### config.mk
export PLATFORM = sky130hd
export DESIGN_NAME = variable_length_record_ring_fifo_unit
export DESIGN_NICKNAME = d
export VERILOG_FILES = /design/src/rtl/vlrrf_pkg.sv /design/src/rtl/variable_length_record_ring_fifo_unit.sv
export SDC_FILE = /design/constraint.sdc
export NUM_CORES = 2
export LEC_CHECK = 0
export BUFFER_PORTS_ARGS = -buffer_cell sky130_fd_sc_hd__buf_2
export CAP_MARGIN = 20
export CORE_MARGIN = 10
export CORE_UTILIZATION = 45
export DETAILED_ROUTE_END_ITERATION = 8
export PLACE_DENSITY = 0.67
export SKIP_CTS_REPAIR_TIMING = 1
export SLEW_MARGIN = 0
export SYNTH_ARGS = -nofsm -noshare
export SYNTH_HDL_FRONTEND = slang
export SYNTH_SLANG_ARGS = --single-unit
### constraint.sdc
create_clock -name clk -period 22.6 [get_ports clk]
set_input_delay 4.52 -clock clk [delete_from_list [all_inputs] [get_ports clk]]
set_output_delay 4.52 -clock clk [all_outputs]
set_load 0.1 [all_outputs]
### src/rtl/vlrrf_pkg.sv
`default_nettype none

package vlrrf_pkg;

  typedef logic [2:0] cmd_t;
  typedef logic [1:0] status_t;

  // Command codes carried on in_tuser.
  localparam cmd_t CMD_PUSH_START = 3'd0;
  localparam cmd_t CMD_PUSH_BYTE  = 3'd1;
  localparam cmd_t CMD_POP        = 3'd2;
  localparam cmd_t CMD_PEEK       = 3'd3;
  localparam cmd_t CMD_CLEAR      = 3'd4;

  // Result status codes carried on out_tuser.
  localparam status_t ST_OK       = 2'd0;
  localparam status_t ST_REJECTED = 2'd1;
  localparam status_t ST_EMPTY    = 2'd2;

  // Width of record lengths, read limits and byte counts within one record.
  localparam int LEN_W = 7;

endpackage

`default_nettype wire

### src/rtl/variable_length_record_ring_fifo_unit.sv
`default_nettype none

// Byte ring FIFO of QUEUE_BYTES bytes that stores variable-length records, each
// preceded by a HEADER_BYTES length header (least significant byte first). One
// command word goes in per accepted input handshake; in_tuser holds the command
// (push start, push byte, pop, peek, clear). Push start reserves header plus body
// or rejects the record when it is longer than MAX_RECORD or does not fit the free
// space; push bytes then fill the body in order. Pop and peek return up to
// read_limit bytes of the oldest record, one output word per byte, with tlast on
// the final word; pop also frees the whole record. Every other command returns
// exactly one output word. All storage goes through one ring memory with a single
// write port and a single read port whose data is registered, driven by a small
// sequencer. Push byte, clear and a rejected push start finish at once; an
// accepted push start then writes any further header bytes, one header byte
// written per cycle. A pop or peek of a non-empty queue first reads and sizes
// the header, then reads each delivered byte and loads it into the output
// register, or sends one word with no byte when none is delivered; an empty
// queue answers at once. Stalls on the output side hold up the sequencer and the
// input. The store needs no clearing after reset: the queue bookkeeping alone
// decides which entries hold data.
module variable_length_record_ring_fifo_unit #(
  parameter int QUEUE_BYTES  = 256,
  parameter int HEADER_BYTES = 1,
  parameter int MAX_RECORD   = 64
) (
  input  wire logic        clk,
  input  wire logic        rst_n,
  input  wire logic        in_tvalid,
  output logic             in_tready,
  // Fields from bit 0 up: data_byte[7:0], record_length[14:8],
  // read_limit[21:15], zero fill [23:22].
  input  wire logic [23:0] in_tdata,
  // Fields from bit 0 up: command[2:0].
  input  wire logic [2:0]  in_tuser,
  output logic             out_tvalid,
  input  wire logic        out_tready,
  // Fields from bit 0 up: out_byte[7:0].
  output logic [7:0]       out_tdata,
  // Fields from bit 0 up: status[1:0], has_data[2].
  output logic [2:0]       out_tuser,
  output logic             out_tlast
);

  localparam int IDX_W  = $clog2(QUEUE_BYTES);
  localparam int FREE_W = $clog2(QUEUE_BYTES + 1);
  localparam int SUM_W  = ((FREE_W > 8) ? FREE_W : 8) + 1;
  localparam int LEN_W  = vlrrf_pkg::LEN_W;

  localparam logic [SUM_W-1:0] Q_S   = SUM_W'(QUEUE_BYTES);
  localparam logic [SUM_W-1:0] HDR_S = SUM_W'(HEADER_BYTES);
  localparam logic [SUM_W-1:0] MAX_S = SUM_W'(MAX_RECORD);
  localparam logic [IDX_W-1:0] LAST_IDX = IDX_W'(QUEUE_BYTES - 1);
  localparam logic [LEN_W-1:0] HDR_LAST = LEN_W'(HEADER_BYTES - 1);

  // Sequencer states.
  localparam logic [2:0] S_IDLE  = 3'd0;
  localparam logic [2:0] S_HWR   = 3'd1;  // write remaining header bytes
  localparam logic [2:0] S_HRD   = 3'd2;  // issue header byte read
  localparam logic [2:0] S_HCAP  = 3'd3;  // capture header byte
  localparam logic [2:0] S_CALC  = 3'd4;  // size the record, free it on pop
  localparam logic [2:0] S_EMIT0 = 3'd5;  // answer with no data bytes
  localparam logic [2:0] S_BRD   = 3'd6;  // issue body byte read
  localparam logic [2:0] S_BEMIT = 3'd7;  // hand body byte to the output

  // Unpacked input fields.
  vlrrf_pkg::cmd_t   in_cmd;
  logic [7:0]        in_byte;
  logic [LEN_W-1:0]  in_len;
  logic [LEN_W-1:0]  in_limit;

  // Control registers.
  logic [2:0]        state_r, state_nxt;
  logic [IDX_W-1:0]  head_r, head_nxt;
  logic [IDX_W-1:0]  tail_r, tail_nxt;
  logic [FREE_W-1:0] free_r, free_nxt;
  logic [LEN_W-1:0]  rem_r, rem_nxt;
  logic              rej_r, rej_nxt;
  logic              out_valid_r, out_valid_nxt;

  // Working registers of a multi-cycle command.
  logic [IDX_W-1:0]  rp_r, rp_nxt;
  logic [IDX_W-1:0]  wp_r, wp_nxt;
  logic [LEN_W-1:0]  cnt_r, cnt_nxt;
  logic [LEN_W-1:0]  lim_r, lim_nxt;
  logic              rm_r, rm_nxt;
  logic [7:0]        lb_r, lb_nxt;
  logic              ov_r, ov_nxt;
  logic [LEN_W-1:0]  n_r, n_nxt;

  // Output payload registers.
  vlrrf_pkg::status_t out_status_r, out_status_nxt;
  logic [7:0]         out_byte_r, out_byte_nxt;
  logic               out_has_r, out_has_nxt;
  logic               out_last_r, out_last_nxt;

  // Ring memory ports.
  logic [7:0]        mem [QUEUE_BYTES];
  logic              mem_we;
  logic [IDX_W-1:0]  mem_waddr;
  logic [7:0]        mem_wdata;
  logic              mem_re;
  logic [7:0]        rdata_r;

  // Datapath helpers.
  logic              out_load;
  logic              accept;
  logic [SUM_W-1:0]  need_s;
  logic              push_reject;
  logic [SUM_W-1:0]  used_s;
  logic [SUM_W-1:0]  body_s;
  logic [SUM_W-1:0]  cand_s;
  logic [SUM_W-1:0]  len_s;
  logic [SUM_W-1:0]  span_s;
  logic [LEN_W-1:0]  n_calc;
  logic [IDX_W-1:0]  rp_inc;
  logic [IDX_W-1:0]  wp_inc;

  function automatic logic [IDX_W-1:0] wrap_f(input logic [SUM_W-1:0] s);
    logic [SUM_W-1:0] d;
    d = s - Q_S;
    return (s >= Q_S) ? d[IDX_W-1:0] : s[IDX_W-1:0];
  endfunction

  assign in_cmd   = vlrrf_pkg::cmd_t'(in_tuser);
  assign in_byte  = in_tdata[7:0];
  assign in_len   = in_tdata[14:8];
  assign in_limit = in_tdata[21:15];

  // The output register can take a new word when it is empty or being drained.
  assign out_load  = !out_valid_r || out_tready;
  assign in_tready = (state_r == S_IDLE) && out_load;
  assign accept    = in_tvalid && in_tready;

  assign out_tvalid = out_valid_r;
  assign out_tdata  = out_byte_r;
  assign out_tuser  = {out_has_r, out_status_r};
  assign out_tlast  = out_last_r;

  assign rp_inc = (rp_r == LAST_IDX) ? '0 : rp_r + 1'b1;
  assign wp_inc = (wp_r == LAST_IDX) ? '0 : wp_r + 1'b1;

  // Push start admission: the body must not exceed MAX_RECORD and header plus body must fit the free space.
  assign need_s      = HDR_S + SUM_W'(in_len);
  assign push_reject = (SUM_W'(in_len) > MAX_S) || (need_s > SUM_W'(free_r));

  // Record sizing after the header has been read. The stored length is clamped
  // to what the queue holds and to the longest legal record.
  assign used_s = Q_S - SUM_W'(free_r);
  assign body_s = (used_s > HDR_S) ? used_s - HDR_S : '0;
  assign cand_s = (ov_r || (SUM_W'(lb_r) > MAX_S)) ? MAX_S : SUM_W'(lb_r);
  assign len_s  = (cand_s > body_s) ? body_s : cand_s;
  assign span_s = ((HDR_S + len_s) > used_s) ? used_s : HDR_S + len_s;
  assign n_calc = (SUM_W'(lim_r) < len_s) ? lim_r : len_s[LEN_W-1:0];

  always_comb begin
    state_nxt      = state_r;
    head_nxt       = head_r;
    tail_nxt       = tail_r;
    free_nxt       = free_r;
    rem_nxt        = rem_r;
    rej_nxt        = rej_r;
    rp_nxt         = rp_r;
    wp_nxt         = wp_r;
    cnt_nxt        = cnt_r;
    lim_nxt        = lim_r;
    rm_nxt         = rm_r;
    lb_nxt         = lb_r;
    ov_nxt         = ov_r;
    n_nxt          = n_r;
    out_valid_nxt  = out_valid_r && !out_tready;
    out_status_nxt = out_status_r;
    out_byte_nxt   = out_byte_r;
    out_has_nxt    = out_has_r;
    out_last_nxt   = out_last_r;
    mem_we         = 1'b0;
    mem_waddr      = tail_r;
    mem_wdata      = {1'b0, in_len};
    mem_re         = 1'b0;

    unique case (state_r)
      S_IDLE: begin
        if (accept) begin
          // Most commands answer at once with one status word.
          out_valid_nxt  = 1'b1;
          out_status_nxt = vlrrf_pkg::ST_OK;
          out_byte_nxt   = '0;
          out_has_nxt    = 1'b0;
          out_last_nxt   = 1'b1;
          unique case (in_cmd)
            vlrrf_pkg::CMD_PUSH_START: begin
              if (push_reject) begin
                rej_nxt        = 1'b1;
                rem_nxt        = '0;
                out_status_nxt = vlrrf_pkg::ST_REJECTED;
              end else begin
                // The low header byte holds the whole length; any further
                // header bytes are zero and are written in the cycles after.
                mem_we    = 1'b1;
                mem_waddr = tail_r;
                mem_wdata = {1'b0, in_len};
                tail_nxt  = wrap_f(SUM_W'(tail_r) + need_s);
                free_nxt  = FREE_W'(SUM_W'(free_r) - need_s);
                rem_nxt   = in_len;
                rej_nxt   = 1'b0;
                if (HEADER_BYTES > 1) begin
                  wp_nxt    = (tail_r == LAST_IDX) ? '0 : tail_r + 1'b1;
                  cnt_nxt   = LEN_W'(1);
                  state_nxt = S_HWR;
                end
              end
            end
            vlrrf_pkg::CMD_PUSH_BYTE: begin
              if (rej_r) begin
                out_status_nxt = vlrrf_pkg::ST_REJECTED;
              end else if (rem_r != '0) begin
                // Body bytes land behind the tail, which already points past
                // the reserved space.
                mem_we    = 1'b1;
                mem_waddr = wrap_f(SUM_W'(tail_r) + Q_S - SUM_W'(rem_r));
                mem_wdata = in_byte;
                rem_nxt   = rem_r - 1'b1;
              end
            end
            vlrrf_pkg::CMD_POP, vlrrf_pkg::CMD_PEEK: begin
              if (free_r == FREE_W'(QUEUE_BYTES)) begin
                out_status_nxt = vlrrf_pkg::ST_EMPTY;
              end else begin
                out_valid_nxt = out_valid_r && !out_tready;
                rp_nxt        = head_r;
                cnt_nxt       = '0;
                lim_nxt       = in_limit;
                rm_nxt        = (in_cmd == vlrrf_pkg::CMD_POP);
                lb_nxt        = '0;
                ov_nxt        = 1'b0;
                state_nxt     = S_HRD;
              end
            end
            vlrrf_pkg::CMD_CLEAR: begin
              head_nxt = '0;
              tail_nxt = '0;
              free_nxt = FREE_W'(QUEUE_BYTES);
              rem_nxt  = '0;
              rej_nxt  = 1'b0;
            end
            default: begin
            end
          endcase
        end
      end
      S_HWR: begin
        mem_we    = 1'b1;
        mem_waddr = wp_r;
        mem_wdata = '0;
        wp_nxt    = wp_inc;
        cnt_nxt   = cnt_r + 1'b1;
        if (cnt_r == HDR_LAST) begin
          state_nxt = S_IDLE;
        end
      end
      S_HRD: begin
        mem_re    = 1'b1;
        rp_nxt    = rp_inc;
        state_nxt = S_HCAP;
      end
      S_HCAP: begin
        // Only the low header byte can carry a legal length; a nonzero higher
        // byte marks the length as oversized.
        if (cnt_r == '0) begin
          lb_nxt = rdata_r;
        end else if (rdata_r != '0) begin
          ov_nxt = 1'b1;
        end
        cnt_nxt = cnt_r + 1'b1;
        state_nxt = (cnt_r == HDR_LAST) ? S_CALC : S_HRD;
      end
      S_CALC: begin
        n_nxt   = n_calc;
        cnt_nxt = '0;
        if (rm_r) begin
          head_nxt = wrap_f(SUM_W'(head_r) + span_s);
          free_nxt = FREE_W'(SUM_W'(free_r) + span_s);
        end
        state_nxt = (n_calc == '0) ? S_EMIT0 : S_BRD;
      end
      S_EMIT0: begin
        if (out_load) begin
          out_valid_nxt  = 1'b1;
          out_status_nxt = vlrrf_pkg::ST_OK;
          out_byte_nxt   = '0;
          out_has_nxt    = 1'b0;
          out_last_nxt   = 1'b1;
          state_nxt      = S_IDLE;
        end
      end
      S_BRD: begin
        mem_re    = 1'b1;
        rp_nxt    = rp_inc;
        state_nxt = S_BEMIT;
      end
      S_BEMIT: begin
        if (out_load) begin
          out_valid_nxt  = 1'b1;
          out_status_nxt = vlrrf_pkg::ST_OK;
          out_byte_nxt   = rdata_r;
          out_has_nxt    = 1'b1;
          out_last_nxt   = (cnt_r + 1'b1 == n_r);
          cnt_nxt        = cnt_r + 1'b1;
          state_nxt      = (cnt_r + 1'b1 == n_r) ? S_IDLE : S_BRD;
        end
      end
      default: begin
        state_nxt = S_IDLE;
      end
    endcase
  end

  // Ring memory: one write port, one read port with registered data.
  always_ff @(posedge clk) begin
    if (mem_we) begin
      mem[mem_waddr] <= mem_wdata;
    end
    if (mem_re) begin
      rdata_r <= mem[rp_r];
    end
  end

  always_ff @(posedge clk) begin
    if (!rst_n) begin
      state_r     <= S_IDLE;
      head_r      <= '0;
      tail_r      <= '0;
      free_r      <= FREE_W'(QUEUE_BYTES);
      rem_r       <= '0;
      rej_r       <= 1'b0;
      out_valid_r <= 1'b0;
    end else begin
      state_r     <= state_nxt;
      head_r      <= head_nxt;
      tail_r      <= tail_nxt;
      free_r      <= free_nxt;
      rem_r       <= rem_nxt;
      rej_r       <= rej_nxt;
      out_valid_r <= out_valid_nxt;
    end
  end

  always_ff @(posedge clk) begin
    rp_r         <= rp_nxt;
    wp_r         <= wp_nxt;
    cnt_r        <= cnt_nxt;
    lim_r        <= lim_nxt;
    rm_r         <= rm_nxt;
    lb_r         <= lb_nxt;
    ov_r         <= ov_nxt;
    n_r          <= n_nxt;
    out_status_r <= out_status_nxt;
    out_byte_r   <= out_byte_nxt;
    out_has_r    <= out_has_nxt;
    out_last_r   <= out_last_nxt;
  end

  // The free count never exceeds the ring size.
  assert property (@(posedge clk) disable iff (!rst_n)
    free_r <= FREE_W'(QUEUE_BYTES))
    else $error("free byte count exceeds ring size");

  // Head and tail always index inside the ring.
  assert property (@(posedge clk) disable iff (!rst_n)
    (head_r <= LAST_IDX) && (tail_r <= LAST_IDX))
    else $error("ring index out of range");

  // An open push never expects more body bytes than the longest record.
  assert property (@(posedge clk) disable iff (!rst_n)
    SUM_W'(rem_r) <= MAX_S)
    else $error("push remaining count exceeds record limit");

  // Body delivery only runs with a nonzero byte count and stops at it.
  assert property (@(posedge clk) disable iff (!rst_n)
    (state_r == S_BEMIT) |-> ((n_r != '0) && (cnt_r < n_r)))
    else $error("body byte count out of range");

endmodule

`default_nettype wire

# Yosys cells after proc, flatten, opt, wreduce, memory -nomap -nowiden
# Memories as Yosys holds them, arrays and structs flattened. A register that Yosys moved wholly into a read port is not among the register bits.
# Index checks and enable logic that the tools add are counted.
word_totals:
  reg_bits: 96
  ramBits: 2048
  elab_cells: 217
  memories: 1
classes:
  add_sub_neg: 17
  order_cmp: 10
  eq_ne: 32
  muxes: 98
  n_bitwise: 1
  n_reduce_logical: 39
memory_table:
  columns: ["memory", "words", "word_bits", "read_ports", "rd_clocked_by_memory_dff", "write_ports", "line", "source"]
  rows:
  - ["mem", 256, 8, 1, 1, 1, "variable_length_record_ring_fifo_unit.sv:97", "logic [7:0] mem [QUEUE_BYTES];"]
ops:
  columns: ["op", "n"]
  rows:
  - ["8-bit 2-to-1 mux", 27]
  - ["8-bit one-hot mux with 2 select lines", 6]
  - ["7-bit 2-to-1 mux", 8]
  - ["9-bit one-hot mux with 2 select lines", 2]
  - ["10-bit 2-to-1 mux", 3]
  - ["7-bit one-hot mux with 4 select lines", 1]
  - ["9-bit 2-to-1 mux", 3]
  - ["1-bit 2-to-1 mux", 24]
  - ["3-bit 2-to-1 mux", 8]
  - ["2-bit inequality test, second input constant", 12]
  - ["3-bit one-hot mux with 8 select lines", 1]
  - ["8-bit one-hot mux with 3 select lines", 1]
  - ["8-bit by 1-bit subtractor with 8-bit output, second input constant", 3]
  - ["7-bit one-hot mux with 3 select lines", 1]
  - ["10-bit by 9-bit >= comparator with 1-bit output, second input constant", 2]
  - ["4-bit AND reduction", 5]
  - ["5-bit AND reduction", 4]
  - ["8-bit by 1-bit adder with 8-bit output, second input constant", 2]
  - ["8-bit equality test, second input constant", 2]
  - ["3-bit equality test, second input constant", 5]
  - ["7-bit logical NOT", 2]
  - ["3-bit by 2-bit equality test with 1-bit output, second input constant", 4]
  - ["6-bit AND reduction", 2]
  - ["1-bit by 10-bit adder with 10-bit output, first input constant", 1]
  - ["other kinds (42)", 68]

# Depth between registers and ports, before layout
logic_depth:
  word_depth: 13
  ltp_mapped: 53
  ltp_nobuf: 48

# Worst setup path after synthesis
# Ideal clock, no wire load.
synth_timing:
  kind: "input to register"
  from: "input out_tready"
  to: "memory mem[0][0], data pin"
  setup_time_ns: 2.238
  arrival_ns: 15.843
  setup_slack_ns: 4.520
  stages: 6
  path_buffers: 2
  cell_sequence: "nor2b_1 > or4_1 > clkbuf_1 > nor3_1 > clkbuf_1 > o31ai_1"
synth_between:
  elab_chain_len: 5
synth_lines:
  columns: ["item", "line", "source"]
  rows:
  - ["start, declared", "variable_length_record_ring_fifo_unit.sv:36", "input wire logic out_tready,"]
  - ["1-bit logical OR", "variable_length_record_ring_fifo_unit.sv:130", "assign out_load = !out_valid_r || out_tready;"]
  - ["1-bit logical AND", "variable_length_record_ring_fifo_unit.sv:131", "assign in_tready = (state_r == S_IDLE) && out_load;"]
  - ["1-bit logical AND", "variable_length_record_ring_fifo_unit.sv:132", "assign accept = in_tvalid && in_tready;"]
  - ["8-bit 2-to-1 mux", "variable_length_record_ring_fifo_unit.sv:182", "if (accept) begin"]
  - ["8-bit one-hot mux with 2 select lines", "variable_length_record_ring_fifo_unit.sv:180", "unique case (state_r)"]
  - ["net mem_wdata[0]", "variable_length_record_ring_fifo_unit.sv:100", "logic [7:0] mem_wdata;"]
  - ["end, declared", "variable_length_record_ring_fifo_unit.sv:97", null]
# The timed path passes the listed nets, and every way through them passes these cells.

# Worst setup path in the final report
layout_timing:
  from: "register free_r[1]"
  to: "register free_r[8]"
layout_between:
  elab_chain_len: 11
  elab_cells_between_ends: 20
  classes_between: "5 x add/sub; 4 x order compare; 1 x eq/ne; 8 x mux; 2 x reduce/logical"
layout_lines:
  columns: ["item", "line", "source"]
  rows:
  - ["start, declared", "variable_length_record_ring_fifo_unit.sv:75", "logic [FREE_W-1:0] free_r, free_nxt;"]
  - ["start signal, assigned", "variable_length_record_ring_fifo_unit.sv:332", "free_r <= FREE_W'(QUEUE_BYTES);"]
  - ["start signal, assigned", "variable_length_record_ring_fifo_unit.sv:340", "free_r <= free_nxt;"]
  - ["9-bit by 9-bit subtractor with 10-bit output", "variable_length_record_ring_fifo_unit.sv:148", "assign used_s = Q_S - SUM_W'(free_r);"]
  - ["10-bit by 1-bit subtractor with 10-bit output / 10-bit by 1-bit > comparator with 1-bit output (equally long branches)", "variable_length_record_ring_fifo_unit.sv:149", "assign body_s = (used_s > HDR_S) ? used_s - HDR_S : '0;"]
  - ["10-bit 2-to-1 mux", "variable_length_record_ring_fifo_unit.sv:149", null]
  - ["8-bit by 10-bit > comparator with 1-bit output", "variable_length_record_ring_fifo_unit.sv:151", "assign len_s = (cand_s > body_s) ? body_s : cand_s;"]
  - ["10-bit 2-to-1 mux", "variable_length_record_ring_fifo_unit.sv:151", null]
  - ["1-bit by 10-bit adder with 10-bit output", "variable_length_record_ring_fifo_unit.sv:152", "assign span_s = ((HDR_S + len_s) > used_s) ? used_s : HDR_S + len_s;"]
  - ["10-bit > comparator", "variable_length_record_ring_fifo_unit.sv:152", null]
  - ["10-bit 2-to-1 mux", "variable_length_record_ring_fifo_unit.sv:152", null]
  - ["9-bit adder", "variable_length_record_ring_fifo_unit.sv:281", "free_nxt = FREE_W'(SUM_W'(free_r) + span_s);"]
  - ["9-bit 2-to-1 mux", "variable_length_record_ring_fifo_unit.sv:279", "if (rm_r) begin"]
  - ["9-bit one-hot mux with 2 select lines", "variable_length_record_ring_fifo_unit.sv:180", null]
# Several ways; a longest one is shown, not always the timed one. The select of a mux whose other input is x is not followed.
# A chain may end at the register's enable or synchronous reset.

==> run summary <==
The run finished, with violations left. The final reports fail on slew limit. The count of fill cells added during filler insertion is 15.5k.

The number of global-route vias before repair came out at 45.6k. The worst clock skew came out at between 0.04 and 0.05 ns. At the worst endpoint, the arrival time is between 10 and 15 ns. Setup repair after global routing left no endpoint under its margin. Measured along the y axis, the die boundary spans 462 um.

Adding up every negative setup slack in the final design gives 0 ns. The critical path is of the register to register type. The headroom to the max-slew limit came out at -0.495%.

The library cell contributing the largest single delay on the critical path is o41ai_4. The cell area after layout came out at between 0.09 and 0.1 sq mm. The final max-slew violation count is 17.

The top-level port count came out at 45. The share of post-route cells with drive strength above 1 is 14.4%. The transition time at the pin with the least slew margin came out at 1.51 ns. After detailed placement, the design holds a cell count of 7338.

The CTS sink count came out at 2152. The root buffer cell is clkbuf_16. Among cell families on the critical path, the largest total delay comes from compound AO/OA/AOI/OAI gates. The H-tree depth reported by CTS came out at 4. The maximum clock rate came out at 0.0890 GHz. The biggest cell delay along the critical path came out at slightly above 0.9 ns. The area taken by flip-flops and latches is 0.0643 sq mm. Summed over all nets, the half-perimeter wirelength after detailed placement is 122000 um. The clock transition at the registers of the reported paths is 0.06 ns.

The count of final hold-check violations came to 0. The row count came out at around 160. The clock latency on the worst-skew pair came out at 0.83 ns. The number of buffers and inverters on the critical path is 4.

The final weighted congestion in routability-driven placement is 0.824. The cell type with the highest aggregate area in the netlist is edfxtp_1. The setup slack of the most critical reg-to-reg path is 11.37 ns. The portion of synthesized cell area occupied by the leading cell type came out at 72.3%. The async set-reset flop share out of synthesis is 0%. The area after detailed placement came out at 0.0909 sq mm. The first detailed-routing pass took 6 iterations. The total overflow left after global routing is 0.

The worst ir drop on vdd is approximately 85 uV. The maximum fanout encountered on the critical timing path came out at 23. The synthesis-to-finish area growth is 11.1%.

From left edge to right edge, the die measures 462 um. Yosys printed 0 warnings. The mean cell area of the mapped netlist is 17.6 sq um.

Once the floorplan was initialized, standard cells occupied 45.1% of the core. The post-detailed-route wirelength per cell is ~27 um. The minimum clock period came out at roughly 11 ns. Among the stages of the critical path, the cell type that occurs most often is ha_1. The min-delay analysis places its worst path in the category register to register. By area the synthesized netlist is led by edfxtp_1, mux4_2, mux2i_1. The synthesis-stage register bit count came out at 2152.

The power per cell area came out at 89.9 mW/mm^2. Synthesis produced 4981 cells. The final cell count without fillers came out at 7718. After synthesis, the netlist uses 75 different library cells.

The area of the die is between 0.2 and 0.25 sq mm. The worst setup path is captured at a register. The critical path startpoint category is a register. Counting the buffers created by CTS gives 210. The worst slack after detailed placement is 11.48 ns. The primary flip-flop cell chosen by synthesis mapping is edfxtp_1. The clock tree from TritonCTS is done. The share of the yosys chip area belonging to registers came out at between 70% and 80%.

The core area came out at just under 0.2 sq mm. Across all layers, the routed design uses 46.6k vias. The pin count of the biggest net entering global routing is 229. The number of buffer cells added on primary ports came out at 42. In the final layout, the multi-input gates occupy 0.0223 sq mm.

The violation count after the first detailed-routing iteration came out at 5040. The critical path required time is ~23 ns. The part of the cycle the worst path needs is 49.7%. The number of synthesized flops with an enable pin came out at around 2.1k.

The first-pass GRT wire length is 311000 um. Once detail routing completed, the nets flagged for antenna violations numbered 0. The final setup violation count came out at 0.

The count of maximum capacitance violations came out at 0. The count of unresolved DRC violations after routing came out at 0. The wire length reported by the detailed router is ~210000 um. The initial antenna violation count came out at 8. The cell leakage power is 32.1 nW.

Cells fill 50.1% of the core in the end. The total global routing track utilization is 19.6%. The maximum number of buffers from clock root to sink came out at 3. In the routed layout, each cell is associated on average with a via count of 6.04. The final setup slack of the worst path came out at 11.37 ns. The final layout contains 5119 nets. Summing every instance area after synthesis gives 0.0878 sq mm.
## sequential cells by signal, indices dropped and copies added, names as in the netlist
signal	count
mem	2048
rdata_r	8
lb_r	8
out_tvalid	1
n_r	7
lim_r	7
cnt_r	7
ov_r	1
rej_r	1
out_has_r	1
head_r	8
out_tdata	8
out_status_r	2
rm_r	1
state_r	3
tail_r	8
wp_r	8
free_r	9
out_tlast	1
rp_r	8
rem_r	7
## final cells by class
type,count,area share [%]
flip-flops and latches,2152,65.9
repair buffers,110,0.913
well taps,2542,3.26
multi-input cells,2459,22.9
diodes,4,0.0103
inverters,78,0.303
clock inverters,105,1.06
clock buffers,268,5.69
## tightest hold or removal path, delay by kind of cell, from the launching register on
kind,cells,cell delay (ns)
flops,1,0.32
compound gates,1,0.07
simple gates,1,0.08
## cells in the mapped netlist, types with 5 or more instances
library cell and count:
o21ai_0 60, nor3_1 30, mux2_2 5, nand3_1 29, nand2b_1 14, and3_1 9
ha_1 72, a21oi_1 190, or3_1 9, o21bai_1 10, nor4_1 5, dfxtp_1 37
mux2i_1 494, or2_2 5, o221ai_1 249, edfxtp_1 2115, o21ai_1 6, xnor2_1 44
inv_1 76, xor2_1 28, a211oi_1 11, and2_1 25, buf_2 5, a21o_1 18
mux4_2 313, nor2b_1 16, o31ai_1 5, nor2_1 336, o21a_1 8, a22oi_1 16
o211a_1 6, buf_1 81, nand4_1 6, clkbuf_1 204, fa_1 5, nand2_1 241
o22ai_1 129
## metal layers
metal  wire length, um  track usage, %  share of wire [%]  up-vias
met2             99100            30.5                 47     2046
met3             19300            4.23                9.1      344
met1             87400            27.8                 41    24034
li1                  -               -                  -    20212
met4              6120            5.69                2.9        4
met5                29               0              0.014        -
## metrics by stage
stage                     hold WS, ns  power (mW)
after floorplan                 0.461        5.23
after global placement          0.480        5.44
after detailed placement        0.493        5.46
after CTS                       0.507        8.80
after global routing            0.539        9.04
final                           0.503        8.77
## layout by cell type, fill, tap and decap left out, types with 72 or more instances in the layout
cell type / count
a21oi_1: 190
nand2_1: 224
o22ai_1: 129
ha_1: 72
clkbuf_16: 213
mux2i_1: 494
edfxtp_1: 2115
inv_1: 76
o221ai_1: 249
mux4_2: 313
nor2_1: 336
## path summary, 6_finish.rpt
path                   from         to  cells after the start
setup / recovery  free_r[1]  free_r[8]                     43
hold / removal     rem_r[6]   rem_r[6]                      2
setup reg to reg  free_r[1]  free_r[8]                     43
hold reg to reg    rem_r[6]   rem_r[6]                      2
## logic make-up (layout without fill, tap and decap cells)
family,count (synthesis),after routing,synth area share (%)
compound gates,748,748,5.97
xor+xnor,72,72,0.718
fa+ha+maj,77,77,1.14
buf+inv,371,561,1.61
flops,2152,2152,73.2
mux,812,812,13.7
other cells,1,6,0.00427
simple gates,748,748,3.66
## where the power goes
group,switching [mW],internal [mW]
Sequential,0.0136,4.45
Clock,1.46,1.92
Combinational,0.616,0.302
Total,2.09,6.68
No activity file was read; power rests on OpenSTA's default activity.
